$ cat src/hw/rtl/spjq_pkg.sv
`timescale 1ns / 1ps
package spjq_pkg;

    localparam int ID_W   = 16;
    localparam int PRI_W  = 8;
    localparam int DUR_W  = 32;
    localparam int STAT_W = 2;
    localparam int OCC_W  = 5;

    localparam int IN_DATA_W  = 56;
    localparam int OUT_DATA_W = 64;

    localparam logic REQ_INSERT = 1'b0;
    localparam logic REQ_REMOVE = 1'b1;

    localparam logic [STAT_W-1:0] ST_OK    = 2'd0;
    localparam logic [STAT_W-1:0] ST_EMPTY = 2'd1;
    localparam logic [STAT_W-1:0] ST_FULL  = 2'd2;

    typedef struct packed {
        logic [DUR_W-1:0] duration;
        logic [PRI_W-1:0] priority_lvl;
        logic [ID_W-1:0]  id;
    } job_t;

    typedef struct packed {
        logic load;
        logic exec;
    } spjq_cmd_t;

endpackage

$ cat src/hw/rtl/spjq_ctrl.sv
`timescale 1ns / 1ps
module spjq_ctrl (
    input  logic              clk,
    input  logic              rst_n,
    input  logic              s_tvalid,
    output logic              s_tready,
    output logic              m_tvalid,
    input  logic              m_tready,
    output spjq_pkg::spjq_cmd_t cmd
);
    import spjq_pkg::*;

    typedef enum logic {
        S_IDLE,
        S_EXEC
    } state_t;

    state_t state_reg, state_next;
    logic   s_tready_reg, s_tready_next;
    logic   m_tvalid_reg, m_tvalid_next;

    always_comb
    begin
        state_next    = state_reg;
        m_tvalid_next = m_tvalid_reg;
        cmd.load      = 1'b0;
        cmd.exec      = 1'b0;
        if (m_tvalid_reg && m_tready)
        begin
            m_tvalid_next = 1'b0;
        end
        case (state_reg)
            S_IDLE:
            begin
                if (s_tvalid && s_tready_reg)
                begin
                    cmd.load   = 1'b1;
                    state_next = S_EXEC;
                end
            end
            S_EXEC:
            begin
                if (!m_tvalid_reg || m_tready)
                begin
                    cmd.exec      = 1'b1;
                    m_tvalid_next = 1'b1;
                    state_next    = S_IDLE;
                end
            end
            default:
            begin
                state_next = S_IDLE;
            end
        endcase
        s_tready_next = (state_next == S_IDLE);
    end

    always_ff @(posedge clk or negedge rst_n)
    begin
        if (!rst_n)
        begin
            state_reg    <= S_IDLE;
            s_tready_reg <= 1'b0;
            m_tvalid_reg <= 1'b0;
        end
        else
        begin
            state_reg    <= state_next;
            s_tready_reg <= s_tready_next;
            m_tvalid_reg <= m_tvalid_next;
        end
    end

    assign s_tready = s_tready_reg;
    assign m_tvalid = m_tvalid_reg;

endmodule

$ cat src/hw/rtl/spjq_datapath.sv
`timescale 1ns / 1ps
module spjq_datapath #(
    parameter int QUEUE_DEPTH = 16
) (
    input  logic                                clk,
    input  logic                                rst_n,
    input  spjq_pkg::spjq_cmd_t                 cmd,
    input  logic [spjq_pkg::IN_DATA_W-1:0]      s_tdata,
    input  logic                                s_tuser,
    output logic [spjq_pkg::OUT_DATA_W-1:0]     m_tdata,
    output logic [spjq_pkg::STAT_W-1:0]         m_tuser
);
    import spjq_pkg::*;

    localparam int CW = $clog2(QUEUE_DEPTH + 1);
    localparam logic [CW-1:0] DEPTH_C = CW'(QUEUE_DEPTH);

    job_t              cell_reg [QUEUE_DEPTH];
    logic [CW-1:0]     count_reg, count_next;
    job_t              req_job_reg;
    logic              req_type_reg;
    job_t              out_job_reg;
    logic [STAT_W-1:0] out_stat_reg;
    logic [CW-1:0]     out_count_reg;

    logic [QUEUE_DEPTH-1:0] mark;
    logic                   do_insert, do_remove;

    always_ff @(posedge clk)
    begin
        if (cmd.load)
        begin
            req_job_reg  <= job_t'(s_tdata);
            req_type_reg <= s_tuser;
        end
    end

    // cells at or behind the insertion point
    always_comb
    begin
        for (int i = 0; i < QUEUE_DEPTH; i++)
        begin
            mark[i] = (CW'(i) >= count_reg) ||
                      (cell_reg[i].priority_lvl < req_job_reg.priority_lvl);
        end
    end

    assign do_insert = cmd.exec && (req_type_reg == REQ_INSERT) && (count_reg != DEPTH_C);
    assign do_remove = cmd.exec && (req_type_reg == REQ_REMOVE) && (count_reg != '0);

    always_comb
    begin
        count_next = count_reg;
        if (do_insert)
        begin
            count_next = count_reg + 1'b1;
        end
        else if (do_remove)
        begin
            count_next = count_reg - 1'b1;
        end
    end

    for (genvar g = 0; g < QUEUE_DEPTH; g++)
    begin : g_cell
        logic prev_mark;
        job_t behind;
        if (g == 0)
        begin : g_head
            assign prev_mark = 1'b0;
        end
        else
        begin : g_body
            assign prev_mark = mark[g-1];
        end
        if (g == QUEUE_DEPTH - 1)
        begin : g_last
            assign behind = cell_reg[g];
        end
        else
        begin : g_mid
            assign behind = cell_reg[g+1];
        end

        always_ff @(posedge clk)
        begin
            if (do_insert)
            begin
                if (prev_mark)
                begin
                    cell_reg[g] <= cell_reg[(g == 0) ? 0 : g-1];
                end
                else if (mark[g])
                begin
                    cell_reg[g] <= req_job_reg;
                end
            end
            else if (do_remove)
            begin
                cell_reg[g] <= behind;
            end
        end
    end

    always_ff @(posedge clk or negedge rst_n)
    begin
        if (!rst_n)
        begin
            count_reg <= '0;
        end
        else
        begin
            count_reg <= count_next;
        end
    end

    always_ff @(posedge clk)
    begin
        if (cmd.exec)
        begin
            out_count_reg <= count_next;
            out_job_reg   <= '0;
            if (req_type_reg == REQ_INSERT)
            begin
                out_stat_reg <= (count_reg == DEPTH_C) ? ST_FULL : ST_OK;
            end
            else if (count_reg == '0)
            begin
                out_stat_reg <= ST_EMPTY;
            end
            else
            begin
                out_stat_reg <= ST_OK;
                out_job_reg  <= cell_reg[0];
            end
        end
    end

    assign m_tdata = {3'b000, OCC_W'(out_count_reg), out_job_reg};
    assign m_tuser = out_stat_reg;

endmodule

$ cat src/hw/rtl/stable_priority_job_queue.sv
`timescale 1ns / 1ps
// channel   | dir | tdata (low bit up)                           | tuser
// s_axis    | in  | job_id, job_priority, job_duration (56 b)    | req_type
// m_axis    | out | out_id, out_priority, out_duration,          | status
//           |     | occupancy, zero pad (64 b)                   |
// each request is first captured, then every cell compares its priority
// in parallel and shifts or loads at once
// a new request is taken while the previous result waits on m_axis
// an unfinished result stalls execution until m_tready frees the output register
// reset clears the job count; cell contents are only read below the count
module stable_priority_job_queue #(
    parameter int QUEUE_DEPTH = 16
) (
    input  logic        clk,
    input  logic        rst_n,
    input  logic        s_tvalid,
    output logic        s_tready,
    input  logic [55:0] s_tdata,  // job_id, job_priority, job_duration
    input  logic        s_tuser,  // req_type
    output logic        m_tvalid,
    input  logic        m_tready,
    output logic [63:0] m_tdata,  // out_id, out_priority, out_duration, occupancy
    output logic [1:0]  m_tuser   // status
);
    import spjq_pkg::*;

    spjq_cmd_t cmd;

    spjq_ctrl u_ctrl (
        .clk      (clk),
        .rst_n    (rst_n),
        .s_tvalid (s_tvalid),
        .s_tready (s_tready),
        .m_tvalid (m_tvalid),
        .m_tready (m_tready),
        .cmd      (cmd)
    );

    spjq_datapath #(
        .QUEUE_DEPTH (QUEUE_DEPTH)
    ) u_dp (
        .clk     (clk),
        .rst_n   (rst_n),
        .cmd     (cmd),
        .s_tdata (s_tdata),
        .s_tuser (s_tuser),
        .m_tdata (m_tdata),
        .m_tuser (m_tuser)
    );

    a_exec_gives_beat: assert property (@(posedge clk) disable iff (!rst_n)
        cmd.exec |=> m_tvalid)
        else $error("executed request produced no result beat");

    a_one_at_a_time: assert property (@(posedge clk) disable iff (!rst_n)
        (s_tvalid && s_tready) |=> !s_tready)
        else $error("second request accepted while one is pending");

    a_status_code: assert property (@(posedge clk) disable iff (!rst_n)
        m_tvalid |-> (m_tuser == ST_OK || m_tuser == ST_EMPTY || m_tuser == ST_FULL))
        else $error("bad status code");

    a_error_no_job: assert property (@(posedge clk) disable iff (!rst_n)
        (m_tvalid && m_tuser != ST_OK) |-> (m_tdata[55:0] == '0))
        else $error("error result carries job data");

endmodule
$ cat config.mk
export PLATFORM = sky130hd
export DESIGN_NAME = stable_priority_job_queue
export DESIGN_NICKNAME = d
export VERILOG_FILES = /design/src/hw/rtl/spjq_pkg.sv /design/src/hw/rtl/spjq_ctrl.sv /design/src/hw/rtl/spjq_datapath.sv /design/src/hw/rtl/stable_priority_job_queue.sv
export SDC_FILE = /design/constraint.sdc
export NUM_CORES = 2
export LEC_CHECK = 0
export ABC_CLOCK_PERIOD_IN_PS = 6800
export BUFFER_PORTS_ARGS = -buffer_cell sky130_fd_sc_hd__clkbuf_2
export CORE_ASPECT_RATIO = 1.1
export CORE_MARGIN = 5
export CORE_UTILIZATION = 45
export DETAILED_ROUTE_END_ITERATION = 8
export RECOVER_POWER = 25
export SLEW_MARGIN = 25
export SYNTH_ARGS = -nofsm -noshare
export SYNTH_HDL_FRONTEND = slang
export SYNTH_HIERARCHICAL = 1
export SYNTH_SLANG_ARGS = --single-unit
$ cat constraint.sdc
create_clock -name clk -period 6.8 [get_ports clk]
set_input_delay 0.34 -clock clk [delete_from_list [all_inputs] [get_ports clk]]
set_output_delay 0.34 -clock clk [all_outputs]
set_load 0.005 [all_outputs]
**Word level (Yosys, flattened, before mapping)**

Memories as Yosys holds them, arrays and structs flattened.
Cells that the tools add are included.

- Flip-flop bits (word level): 128
- RAM bits: 896
- Bits of input ports: 61
- Output and inout port bits: 68
- Logic and storage cells: 250
- Memories: 1

Memories:

| name | depth | bits a word | read ports | clocked after Yosys merged registers in | wr ports | line | text |
|---|---|---|---|---|---|---|---|
| u_dp.cell_reg | 16 | 56 | 16 | 0 | 16 | spjq_datapath.sv:18 | `job_t cell_reg [QUEUE_DEPTH];` |

- Add/subtract/negate cells: 2
- $lt $le $gt $ge: 32
- Eq/ne operators: 2
- Multiplexer cells: 139
- Bitwise gates (word level): 34
- Reductions and logical operators: 27

Operator list:

| cell | number |
|---|---|
| 56-bit 2-to-1 mux | 31 |
| 8-bit < comparator | 16 |
| 1-bit 2-to-1 mux | 103 |
| 4-bit by 5-bit >= comparator with 1-bit output, first input constant | 8 |
| 1-bit bitwise OR | 31 |
| 3-bit by 5-bit >= comparator with 1-bit output, first input constant | 4 |
| 1-bit logical OR | 17 |
| 1-bit by 5-bit >= comparator with 1-bit output, first input constant | 2 |
| 2-bit by 5-bit >= comparator with 1-bit output, first input constant | 2 |
| 5-bit 2-to-1 mux | 2 |
| 1-bit logical AND | 6 |
| 5-bit by 1-bit adder with 5-bit output, second input constant | 1 |
| 5-bit equality test, second input constant | 1 |
| 5-bit zero test | 1 |
| 5-bit inequality test, second input constant | 1 |
| 5-bit nonzero test | 1 |
| 5-bit by 1-bit subtractor with 5-bit output, second input constant | 1 |
| 2-bit 2-to-1 mux | 2 |
| 1-bit inverter | 3 |
| 1-bit case mux with 2 select lines | 1 |
| 2-bit OR reduction | 1 |
| 1-bit zero test | 1 |

**Depth between registers and ports, before layout**

- Depth in word-level cells: 10
- Gate-level depth with buffers: 13

**By module**

Netlist, hierarchy kept.

Modules (own cells, without submodules):

| module | instances | cells each | area each (µm²) |
|---|---|---|---|
| spjq_datapath | 1 | 5207 | 53633.9 |
| spjq_ctrl | 1 | 10 | 121.4 |

**Worst setup path before layout**

Ideal clock, no wire load.

- Kind: reg2reg
- From: register u_ctrl.m_tvalid_reg, in the netlist u_ctrl/m_tvalid
- To: memory u_dp/cell_reg[1][0] (netlist bit) (enable)
- Setup time: 0.547 ns
- Arrival time: 6.876 ns
- Setup slack: -0.623 ns
- Cell stages (with the launch flop): 6
- Buffers on the path: 1
- Clock period less this slack: 7.423 ns
- Cells stage by stage: dfrtp_1 > nand2b_1 > and2_1 > nand3b_1 > clkbuf_1 > o21ai_0

RTL lines:

| item | line | text |
|---|---|---|
| from (decl) | spjq_ctrl.sv:20 | `logic m_tvalid_reg, m_tvalid_next;` |
| from (signal assigned) | spjq_ctrl.sv:70 | `m_tvalid_reg <= m_tvalid_next;` |
| to (decl) | spjq_datapath.sv:18 |  |

==> metrics list <==
- In this run the power density over the cells is 533 mW/mm^2.
* Sum of negative setup slack: 0 ps
- Leakage dissipation: 20.9 nW
- Die ar.: 0.126 mm^2
- Antenna-violating nets left: 0
- FFs w/ async S/R, synth: 0.00781
- Drt drc: 0
- The share of total power dissipated in sequential elements is 0.400.
- Count of fill cells added during filler insertion: 10,900
- Height of the die: 372 um
- On the worst path, the slowest cell contributes a delay of 1560 ps.
- Most Frequent Cell on Critical Path: buf_4
- Max cap viols: 7
- Cell area after technology mapping: 0.0538 mm^2
* Actual slew at the worst max-slew pin: 2870 ps
- Clock tree synthesis found a total of 1,024 sinks.
- Relative to the synthesized area, the layout overhead comes to 10.9%.
- Detailed routing inserted a total of 44,500 vias.
- Switching Fraction: 0.424
- Area of all sequential standard cells: 0.0307 mm^2
- The initial antenna violation count is 7.
* Count of TritonRoute iterations in the first routing pass: 6
* Floorplan core area: 0.119 mm^2
- Share of final-layout standard cells stronger than drive strength 1: 0.0823
- Relative contribution of combinational cells to total power: 0.400
- Synthesized area per cell: 10.3 um^2
* EDFF count, synth: 1,016
- The final count of pins violating max slew is 246.
- Walking the worst path, the cells encountered are nand2b_1 -> and2_0 -> and3b_4 -> buf_4 -> nand2_2 -> buf_4 -> o21ai_0 -> a21oi_1.
- Worst-case clock skew: 38.5 ps
- Clock share of power: 0.200
* R2R depth: 8
- The worst path needs 5650 ps of the cycle, external delays included.
* Fraction of the yosys area taken by sequential cells: 0.571
* Total congestion overflow after global routing: 0
- Routed wirelength normalized by instance count: 29.1 um
- Worst R2R End: u_dp/cell_reg[0][210]
* Final total power: 0.0318 W
- Measured along the x axis, the die boundary spans 340 um.
- Multi-input combinational cell area: 0.0209 mm^2
* Routed Wire Length: 196,000 um
* Fraction of the cycle the final worst path needs: 0.830
- Commonest cells after routing, fill and taps aside: edfxtp_1, nand2_1, a21oi_1, nor2_1, and2_1
* Number of buffers between clock root and the deepest sink: 3
- Largest register FFs: 896
- Setup repair after global routing left no endpoint under its margin.
- The tightest min-delay check is of the input port to async pin type.
- Violated checks: max-capacitance violations, max-slew violations
* FF-to-FF Start: u_ctrl/m_tvalid
- IO buf count: 125
- In this run, distinct cell masters in the synthesized netlist total 65.
* Number of cells upsized or downsized after cts: 0
- Initial standard-cell utilization of the core: 0.451
- After the first detailed-routing iteration, the DRC count stood at 6,119.
- Final Hold Slack: 259 ps
- Start-to-end type of the worst setup path: flop to flop
* Max-slew headroom at the worst pin: -0.912
* Status: finished, violations left
- Global-route wire length before repair: 286,000 um
- Highest Clock Rate: 177 MHz
- Using the TritonRoute via totals, the vias-per-cell ratio works out to 6.60.
- # IOs: 129
- The final hold violation count came to 0.
* Final net count: 5,268
- The library cell used most frequently in the layout, excluding fill and tap cells, is edfxtp_1.
* Largest voltage drop on the vdd net: 559 uV
* Most used DFF post-synth: edfxtp_1
- Flip-flop and latch count after synthesis: 1,024
- Global placement routability congestion: 0.922
- Cell count after synthesis: 5,217
- CTS placed an instance of clkbuf_16 at the clock tree root.
- Data on the critical path arrives at its endpoint at 6120 ps.
- The internal portion of the total power is 0.0183 W.
- TritonCTS clock tree: yes
- H-tree level count: 3
- Switch Pwr: 0.0135 W
- The initialized floorplan defines 133 standard-cell rows.
- Buffers inserted to repair hold after CTS numbered 59.
- CTS buffer count: 115
* CP startpoint kind: flop
- The later pin in the worst-skew pair is clocked with a latency of 740 ps.
- Global routing usage summed across all routing layers: 0.299
* Sort of element at the end of the critical path: flop
- Post-CTS Setup Bufs: 0
* Post-DP HPWL: 113,000 um
* Maximum number of pins on one net before global-route repair: 213
- Worst Path Max Fanout: 52
- Clock-pin slew on the worst setup and hold paths: 60 ps
* Via count of the first global-routing pass: 42,800
- Required time at the worst-slack endpoint: 7280 ps
- The slowest stage of the critical path is the and2_0 cell.
- Setup violations remaining at the end of the flow were counted as 0.
- The worst register-to-register path has a setup slack of 1150 ps.
- Total number of yosys warnings: 6
## cell usage after synthesis (all sizes together), types with 2 or more instances
master | instances | area share
xnor2 | 3 | 0.00049
nand2b | 17 | 0.0020
inv | 67 | 0.0047
a221o | 267 | 0.050
and3b | 3 | 0.00049
a2111oi | 9 | 0.0021
nand3 | 119 | 0.011
or2 | 5 | 0.00058
a21oi | 656 | 0.061
mux2 | 56 | 0.012
o31a | 5 | 0.00081
o21a | 15 | 0.0021
nand4 | 11 | 0.0013
or3 | 5 | 0.00058
ha | 117 | 0.027
buf | 157 | 0.016
a211oi | 6 | 0.00084
o2111ai | 4 | 0.00065
o311ai | 2 | 0.00033
o21ai | 204 | 0.019
a221oi | 2 | 0.00033
nor3 | 270 | 0.025
nor2 | 420 | 0.029
a31oi | 168 | 0.020
dfrtp | 8 | 0.0037
nand2 | 720 | 0.050
a21o | 10 | 0.0014
a2111o | 3 | 0.00063
o31ai | 6 | 0.00093
o211ai | 140 | 0.020
nor2b | 6 | 0.00070
a211o | 3 | 0.00049
and4 | 3 | 0.00049
and2 | 329 | 0.038
edfxtp | 1016 | 0.57
clkbuf | 367 | 0.026
## logic make-up (layout without fill, tap and decap cells)
logic type,Yosys count,after routing,share of synthesized area
adders and majority gates,117,117,0.0272
and+or+nand+nor,1912,1912,0.161
buffers and inverters,591,559,0.0466
DFF,1024,1024,0.571
xor gates and xnor gates,4,4,0.000652
muxes,56,56,0.0117
other,1,4,0.0000698
AOI/OAI and AO/OA,1512,1512,0.182
## area by class of cell
class	instances	area share
antenna	1	0.0000420
clock buffer	141	0.0518
clock inverter	73	0.0113
inverter	67	0.00422
multi-input combinational	3604	0.351
sequential	1024	0.515
tap	1552	0.0326
timing repair buffer	278	0.0342
## how the worst max path moves through the flow
stage | start | endpoint | slack [ps] | cells after the start
4_1_cts | u_dp/req_job_reg[23] | u_dp/cell_reg[0][383] | 1920 | 8
2_1_floorplan | u_ctrl/m_tvalid | u_dp/cell_reg[1][0] | -620 | 5
5_1_grt | u_ctrl/m_tvalid | u_dp/cell_reg[0][213] | 970 | 8
6_report | u_ctrl/m_tvalid | u_dp/cell_reg[0][210] | 1150 | 8
3_3_place_gp | u_dp/req_job_reg[23] | u_dp/cell_reg[0][373] | 2080 | 8
3_5_place_dp | u_dp/req_job_reg[23] | u_dp/cell_reg[0][373] | 1930 | 8
## critical path, delay by kind of cell (launching register included)
kind            cells  cell delay [ps]
simple gates        4             3380
buf+inv             2             1110
flops               1              390
compound gates      2              390
## power groups by stage
stage	Sequential (W)	Combinational, W	Clock, W
floorplan	0.0120	0.00800	0
global placement	0.0127	0.0121	0
detailed placement	0.0127	0.0124	0
CTS	0.0126	0.0124	0.00643
global route	0.0129	0.0135	0.00668
finish	0.0127	0.0127	0.00634
## metal layers
metal  up-vias  global-route usage  wire, um
met5         -                   0         0
met4         0               0.110      7940
met3       472              0.0600     21200
met2      2848               0.478     89400
met1     22100               0.407     77500
li1      19100                   -         -
## per-stage QoR
step / setup slack, ps / instances / area (um^2) / utilization
floorplan: -623 / 5219 / 53800 / -
global placement: 2080 / 6463 / 55300 / 0.464
detailed placement: 1930 / 6466 / 55400 / 0.465
CTS: 1920 / 6739 / 59800 / 0.502
global route: 968 / 6739 / 59600 / 0.501
finish: 1150 / 6740 / 59600 / 0.501
No activity file was read; power rests on OpenSTA's default activity.
